`config.mk`:
```
export PLATFORM = sky130hd
export DESIGN_NAME = pgh_parser
export DESIGN_NICKNAME = d
export VERILOG_FILES = /design/src/sv/pgh_pkg.sv /design/src/sv/pgh_parser.sv
export SDC_FILE = /design/constraint.sdc
export NUM_CORES = 1
export LEC_CHECK = 0
export ABC_CLOCK_PERIOD_IN_PS = 12000
export BUFFER_PORTS_ARGS = -buffer_cell sky130_fd_sc_hd__buf_2
export CORE_MARGIN = 4
export CORE_UTILIZATION = 30
export DETAILED_ROUTE_END_ITERATION = 10
export GPL_TIMING_DRIVEN = 0
export MAX_ROUTING_LAYER = met4
export PLACE_DENSITY = 0.48
export SKIP_LAST_GASP = 1
export SLEW_MARGIN = 5
export SYNTH_ARGS = -nofsm -noshare
export SYNTH_HDL_FRONTEND = slang
export SYNTH_SLANG_ARGS = --single-unit
```
`constraint.sdc`:
```
create_clock -name clk -period 12 [get_ports clk]
set_input_delay 3.6 -clock clk [delete_from_list [all_inputs] [get_ports clk]]
set_output_delay 3.6 -clock clk [all_outputs]
set_load 0.005 [all_outputs]
```
`src/sv/pgh_pkg.sv`:
```
package pgh_pkg;

  // The histogram has one bin for each value of an 8-bit gray level.
  localparam int BIN_COUNT = 256;
  localparam int BIN_BITS  = 8;

  // Bytes of the PGM header that the parser looks for.
  localparam logic [7:0] CH_P       = 8'h50;
  localparam logic [7:0] CH_FIVE    = 8'h35;
  localparam logic [7:0] CH_SPACE   = 8'h20;
  localparam logic [7:0] CH_NEWLINE = 8'h0A;
  localparam logic [7:0] CH_ZERO    = 8'h30;
  localparam logic [7:0] CH_NINE    = 8'h39;

  // Item kinds on the input channel.
  localparam logic MODE_FILE = 1'b0;
  localparam logic MODE_READ = 1'b1;

  // Status codes carried by every result.
  localparam logic [1:0] ST_HEADER = 2'd0;
  localparam logic [1:0] ST_PIXELS = 2'd1;
  localparam logic [1:0] ST_DONE   = 2'd2;
  localparam logic [1:0] ST_BAD    = 2'd3;

  // Control from the parser to the bin store for one file byte.
  typedef struct packed {
    logic clear;  // A new file starts, so all bins return to zero.
    logic count;  // This byte is a pixel and its bin is incremented.
  } pgh_ctrl_t;

endpackage

```
`src/sv/pgh_parser.sv`:
```
module pgh_parser import pgh_pkg::*; #(
  parameter int DIM_BITS = 16
) (
  input  logic                clk,
  input  logic                rst,
  input  logic                step,
  input  logic [7:0]          data_byte,
  input  logic                file_start,
  input  logic                file_end,
  output pgh_ctrl_t           ctrl,
  output logic [1:0]          status_next,
  output logic [DIM_BITS-1:0] width_next,
  output logic [DIM_BITS-1:0] height_next
);

  localparam int PL_BITS = 2 * DIM_BITS;

  localparam logic [3:0] PH_MAGIC1 = 4'd0;
  localparam logic [3:0] PH_MAGIC2 = 4'd1;
  localparam logic [3:0] PH_SEP    = 4'd2;
  localparam logic [3:0] PH_WIDTH  = 4'd3;
  localparam logic [3:0] PH_HEIGHT = 4'd4;
  localparam logic [3:0] PH_MAXVAL = 4'd5;
  localparam logic [3:0] PH_PIXELS = 4'd6;
  localparam logic [3:0] PH_DONE   = 4'd7;
  localparam logic [3:0] PH_BAD    = 4'd8;

  logic [3:0]          phase;
  logic [3:0]          phase_next;
  logic [DIM_BITS-1:0] width;
  logic [DIM_BITS-1:0] height;
  logic [PL_BITS-1:0]  pixels_left;
  logic [PL_BITS-1:0]  pixels_left_next;
  logic                is_digit;
  logic                count_flag;
  logic [PL_BITS-1:0]  area;

  // Decimal accumulate that sticks at the largest value the width can hold.
  function automatic logic [DIM_BITS-1:0] add_digit(input logic [DIM_BITS-1:0] acc,
                                                   input logic [3:0] digit);
    logic [DIM_BITS+3:0] ext;
    logic [DIM_BITS+3:0] sum;
    ext = {4'b0000, acc};
    sum = (ext << 3) + (ext << 1) + {{DIM_BITS{1'b0}}, digit};
    if (sum[DIM_BITS+3:DIM_BITS] != 4'b0000) begin
      return {DIM_BITS{1'b1}};
    end
    return sum[DIM_BITS-1:0];
  endfunction

  assign is_digit = (data_byte >= CH_ZERO) && (data_byte <= CH_NINE);
  assign area = {{DIM_BITS{1'b0}}, width} * {{DIM_BITS{1'b0}}, height};

  always_comb begin
    phase_next       = phase;
    width_next       = width;
    height_next      = height;
    pixels_left_next = pixels_left;
    count_flag       = 1'b0;
    if (step) begin
      if (file_start) begin
        phase_next       = PH_MAGIC1;
        width_next       = '0;
        height_next      = '0;
        pixels_left_next = '0;
      end
      unique case (phase_next)
        PH_MAGIC1: phase_next = (data_byte == CH_P) ? PH_MAGIC2 : PH_BAD;
        PH_MAGIC2: phase_next = (data_byte == CH_FIVE) ? PH_SEP : PH_BAD;
        PH_SEP:    phase_next = PH_WIDTH;
        PH_WIDTH: begin
          if (data_byte == CH_SPACE) begin
            phase_next = PH_HEIGHT;
          end else if (is_digit) begin
            width_next = add_digit(width_next, data_byte[3:0]);
          end
        end
        PH_HEIGHT: begin
          if (data_byte == CH_NEWLINE) begin
            phase_next = PH_MAXVAL;
          end else if (is_digit) begin
            height_next = add_digit(height_next, data_byte[3:0]);
          end
        end
        PH_MAXVAL: begin
          // A start byte never lands here, so the stored sizes are current.
          if (data_byte == CH_NEWLINE) begin
            pixels_left_next = area;
            phase_next = (area != '0) ? PH_PIXELS : PH_DONE;
          end
        end
        PH_PIXELS: begin
          count_flag       = 1'b1;
          pixels_left_next = pixels_left_next - 1'b1;
          if (pixels_left_next == '0) begin
            phase_next = PH_DONE;
          end
        end
        default: ;
      endcase
      if (file_end) begin
        if (phase_next == PH_MAGIC1 || phase_next == PH_MAGIC2) begin
          phase_next = PH_BAD;
        end else if (phase_next != PH_BAD) begin
          phase_next = PH_DONE;
        end
      end
    end
  end

  always_comb begin
    unique case (phase_next)
      PH_PIXELS: status_next = ST_PIXELS;
      PH_DONE:   status_next = ST_DONE;
      PH_BAD:    status_next = ST_BAD;
      default:   status_next = ST_HEADER;
    endcase
  end

  assign ctrl.clear = step && file_start;
  assign ctrl.count = count_flag;

  always_ff @(posedge clk) begin
    if (rst) begin
      phase       <= PH_MAGIC1;
      width       <= '0;
      height      <= '0;
      pixels_left <= '0;
    end else begin
      phase       <= phase_next;
      width       <= width_next;
      height      <= height_next;
      pixels_left <= pixels_left_next;
    end
  end

`ifndef SYNTHESIS
  a_no_count_on_clear: assert property (@(posedge clk) disable iff (rst)
    ctrl.count |-> !ctrl.clear)
    else $error("pixel counted on the byte that starts a file");

  a_pixels_need_budget: assert property (@(posedge clk) disable iff (rst)
    (phase == PH_PIXELS) |-> (pixels_left != '0))
    else $error("counting pixels with no pixels left");

  a_done_holds: assert property (@(posedge clk) disable iff (rst)
    (phase == PH_DONE && !(step && file_start)) |=> (phase == PH_DONE))
    else $error("finished file left done without a new file");

  a_bad_holds: assert property (@(posedge clk) disable iff (rst)
    (phase == PH_BAD && !(step && file_start)) |=> (phase == PH_BAD))
    else $error("rejected file left the bad state without a new file");
`endif

endmodule

```
==> metrics.log <==
INFO  metric place_ws = -1850 ps
INFO  metric leakage = 8.26 nW
INFO  metric synth_top_cells_by_area = fa_1 (25%), ha_1 (13%), dfxtp_1 (8.7%)
INFO  metric synth.most_common_cell = nand2_1
INFO  metric h_tree_levels = 3
INFO  metric share_comb_of_total_power = about a fifth
INFO  metric root_buffer = clkbuf_16
INFO  metric die_area = 0.0558 mm^2
INFO  metric synth-warning-count = 0
INFO  metric status = finished, final reports clean
INFO  metric syn-cell-area = between 0.015 and 0.02 mm^2
INFO  metric power_per_cell_area = roughly 38 mW/mm^2
INFO  metric timing.critical_path.to_type = output port
INFO  metric routedLengthMet1 = between 20000 and 30000 um
INFO  metric timing.reg2reg.worst_path_depth = 24
INFO  metric syn2layout_area_growth = 10.4%
INFO  metric post_synthesis_sequential_area_ratio = under 10%
INFO  metric final_core_utilization = 33.6%
INFO  metric io_buffer_count = 47
INFO  metric sw_share = a little under a third
INFO  metric tritoncts = yes
INFO  metric power_switching = roughly 200 uW
INFO  metric routed-via-count = about 14000
INFO  metric routed_via_density = between 5 and 6
INFO  metric min_delay_path_depth = 2
INFO  metric internal_power = about 460 uW
INFO  metric tritoncts.num_buffers = 9
INFO  metric ctsLongestPathBuffers = 2
INFO  metric setup.worst_path.class = in -> out
INFO  metric timing.fmax = about 85 MHz
INFO  metric final.setup.worst_slack = about 210 ps
INFO  metric ios = 49
INFO  metric power.ir.vdd_worst = ~0.000074 V
INFO  metric multi_input_logic_area = 0.0130 mm^2
INFO  metric post-synth-top-area-cell = fa_1
INFO  metric gp_congestion = 0.937
INFO  metric finish.cell_count_without_fillers = between 2000 and 3000
INFO  metric fin_skew = between 15 and 20 ps
INFO  metric synth_cells = 1968
INFO  metric drc_errors = 0
INFO  metric r2r_start = height[10]
INFO  metric timing.critical_path.arrival = ~8000 ps
INFO  metric worstSetupEndpoint = status_next[0]
INFO  metric finalCriticalPeriod = ~12000 ps
INFO  metric clockPowerShare = 46.0%
INFO  metric wl = 55300 um
INFO  metric ys.flop_type = dfxtp_1
INFO  metric max_cap_viol_count = 0
INFO  metric regToRegEndpoint = phase[0]
INFO  metric r2r_slack = 4430 ps
INFO  metric seqCellArea = 0.00139 mm^2
INFO  metric synth_largest_type_area_fraction = 25.4%
INFO  metric hpwl_after_detailed_placement = between 40000 and 50000 um
INFO  metric synthTopCellsByCount = nand2_1 (249), inv_1 (247), fa_1 (198)
INFO  metric detailroute.wirelength.met3 = about 2400 um
INFO  metric synth_seq_cells = 68
INFO  metric stage_delay_of_the_slowest_cell_on_the_critical_path = ~700 ps
INFO  metric final_antenna_net_count = 0
INFO  metric grt_pass1_vias = around 15000
INFO  metric hold_ws = 542 ps
INFO  metric crit_path_start = file_start
INFO  metric final_layout_size_suffix_gt1_share = 8.87%
INFO  metric grt_setup_unrepaired = true
INFO  metric post_cts_hold_buffer_count = 0
INFO  metric effective_utilization_at_floorplan = ~30%
INFO  metric max_slew_margin = around a third
INFO  metric period_utilization = 98.2%
INFO  metric numPlacedInstances = roughly 2700
INFO  metric fillCellCount = 5543
INFO  metric avgSynthCellArea = 7.94 um^2
INFO  metric numClockSinks = between 60 and 70
INFO  metric synth.net_count = between 2000 and 2500
INFO  metric global_route.overflow_total = 0
INFO  metric number_of_antenna_violations_at_the_first_check_in_global_routing = 2
INFO  metric clk_pin_slew = roughly 50 ps
INFO  metric layout.nets = 2392
INFO  metric area_post_placement = approximately 0.017 mm^2
INFO  metric total_power = between 600 and 700 uW
INFO  metric postLayoutCellArea = 0.0173 mm^2
INFO  metric grt_start_max_net_pins = 20
INFO  metric initialDrtViolationCount = between 900 and 1000
INFO  metric type_of_the_worst_min_delay_path = reg -> reg
INFO  metric synth.distinct_cells = slightly above 80
INFO  metric worst-path-max-fanout = 10
INFO  metric grt_first_pass_wirelength = about 86000 um
INFO  metric crit_chain = buf_4, clkinvlp_4, buf_4, clkbuf_2, buf_2, nand2_1, ha_2, or4b_2, xnor2_1, or3_1, a32o_1, nor4b_1, nand4_1, o31a_1, or3_4, nand2_1, o21ai_0, a21boi_1, buf_2
INFO  metric seq_power_share = between 30% and 40%
INFO  metric dr_wl_met2 = roughly 25000 um
INFO  metric chipHeight = around 240 um
INFO  metric track_usage = between 20% and 30%
INFO  metric drt_first_pass_iters = 8
INFO  metric worstPathRequired = about 8400 ps
INFO  metric fp.coreArea = 0.0514 mm^2
INFO  metric drt-wirelength-per-cell = between 20 and 25 um
INFO  metric worstMarginPinSlew = 1030 ps
INFO  metric startpoint_type = input port
INFO  metric synth-edff-count = 0
INFO  metric worst_path_max_delay_cell = or4b_2
INFO  metric slew_violations = 0
INFO  metric clk_latency = 380 ps
INFO  metric report.final.setup_viol = 0
INFO  metric rows = 83
INFO  metric final_hold_viol_count = 0
INFO  metric die_w = ~240 um
INFO  metric final.setup.tns = 0 ps
INFO  metric postSynth.asyncResetShare = 0%
INFO  metric topRoutingLayerUsed = met4
==> repair_timing <==
action | 4_1_cts | 5_1_grt
gates cloned | 0 | 0
resized for setup | 54 | 56
pin swaps | 2 | 4
setup buffers | 2 | 2
setup endpoints to repair | 34 | 31
==> per-layer routing <==
metal	GRT usage, %	vias up
met5	-	-
met1	26.3	7003
met3	2.46	87
met2	32.1	360
met4	8.58	0
li1	-	6687
==> power by group through the flow <==
stage / combinational (mW) / sequential, mW / clock (mW)
6_report: 0.123 / 0.233 / 0.303
5_1_grt: 0.132 / 0.234 / 0.318
4_1_cts: 0.120 / 0.233 / 0.311
3_5_place_dp: 0.116 / 0.238 / 0
3_3_place_gp: 0.116 / 0.238 / 0
2_1_floorplan: 0.0765 / 0.236 / 0
==> worst min-delay path by stage <==
stage | from | slack, ps | endpoint
global placement | pixels_left[17] | 510 | pixels_left[17]
CTS | pixels_left[23] | 540 | pixels_left[23]
floorplan | pixels_left[17] | 480 | pixels_left[17]
detailed placement | pixels_left[17] | 520 | pixels_left[17]
finish | pixels_left[23] | 540 | pixels_left[23]
global route | pixels_left[20] | 570 | pixels_left[20]
==> cell usage in the layout (no fill, tap or decap), types with 7 or more instances in the layout <==
cell type | synthesis | routed
xor2_1 | 25 | 25
a22o_1 | 18 | 18
o21a_1 | 14 | 14
o21bai_1 | 10 | 10
xnor2_1 | 39 | 39
nand4_1 | 18 | 18
dfxtp_2 | 0 | 25
o2111ai_1 | 7 | 7
nor2b_1 | 45 | 42
nand2_1 | 249 | 249
or3_1 | 13 | 13
o21ai_0 | 67 | 66
nor3_1 | 41 | 41
a211oi_1 | 17 | 17
nor2_1 | 117 | 117
and3_1 | 10 | 10
clkbuf_2 | 0 | 30
dfxtp_1 | 68 | 43
a21oi_1 | 91 | 88
nand2b_1 | 19 | 19
and2_1 | 127 | 127
a21o_1 | 20 | 20
inv_1 | 247 | 246
clkbuf_1 | 98 | 48
nor4_1 | 12 | 11
nand3_1 | 24 | 24
a31oi_1 | 27 | 27
buf_2 | 5 | 54
a22oi_1 | 15 | 15
a311oi_1 | 18 | 18
clkbuf_16 | 0 | 9
ha_1 | 168 | 167
fa_1 | 198 | 198
nor3b_1 | 8 | 8
==> critical path, delay by kind of cell <==
kind / cells / cell delay, ps
xor+xnor: 1 / 160
buf+inv: 6 / 1140
simple gates: 7 / 2110
fa+ha+maj: 1 / 310
compound gates: 4 / 840
==> state kept, by name, summed over array words and instances, names as in the netlist <==
signal       count
pixels_left     32
height          16
width           16
phase            4
==> cell families after synthesis <==
logic type | Yosys count | synth area share, %
AOI/OAI and AO/OA | 385 | 16.6
xor gates and xnor gates | 64 | 3.59
adders and majority gates | 366 | 38.8
buffers and inverters | 359 | 8.78
DFF | 68 | 8.71
muxes | 6 | 0.400
and+or+nand+nor | 720 | 23.1
==> layout make-up <==
class / count / area share, %
repair buffers: 51 / 1.61
well taps: 680 / 4.93
plain buffers: 95 / 2.75
multi-input cells: 1541 / 75.4
inverters: 247 / 5.40
clock buffers: 12 / 1.43
diodes: 2 / 0.0290
clock inverters: 4 / 0.421
flip-flops and latches: 68 / 8.07
Note: power is estimated with default switching activity, not from simulation.
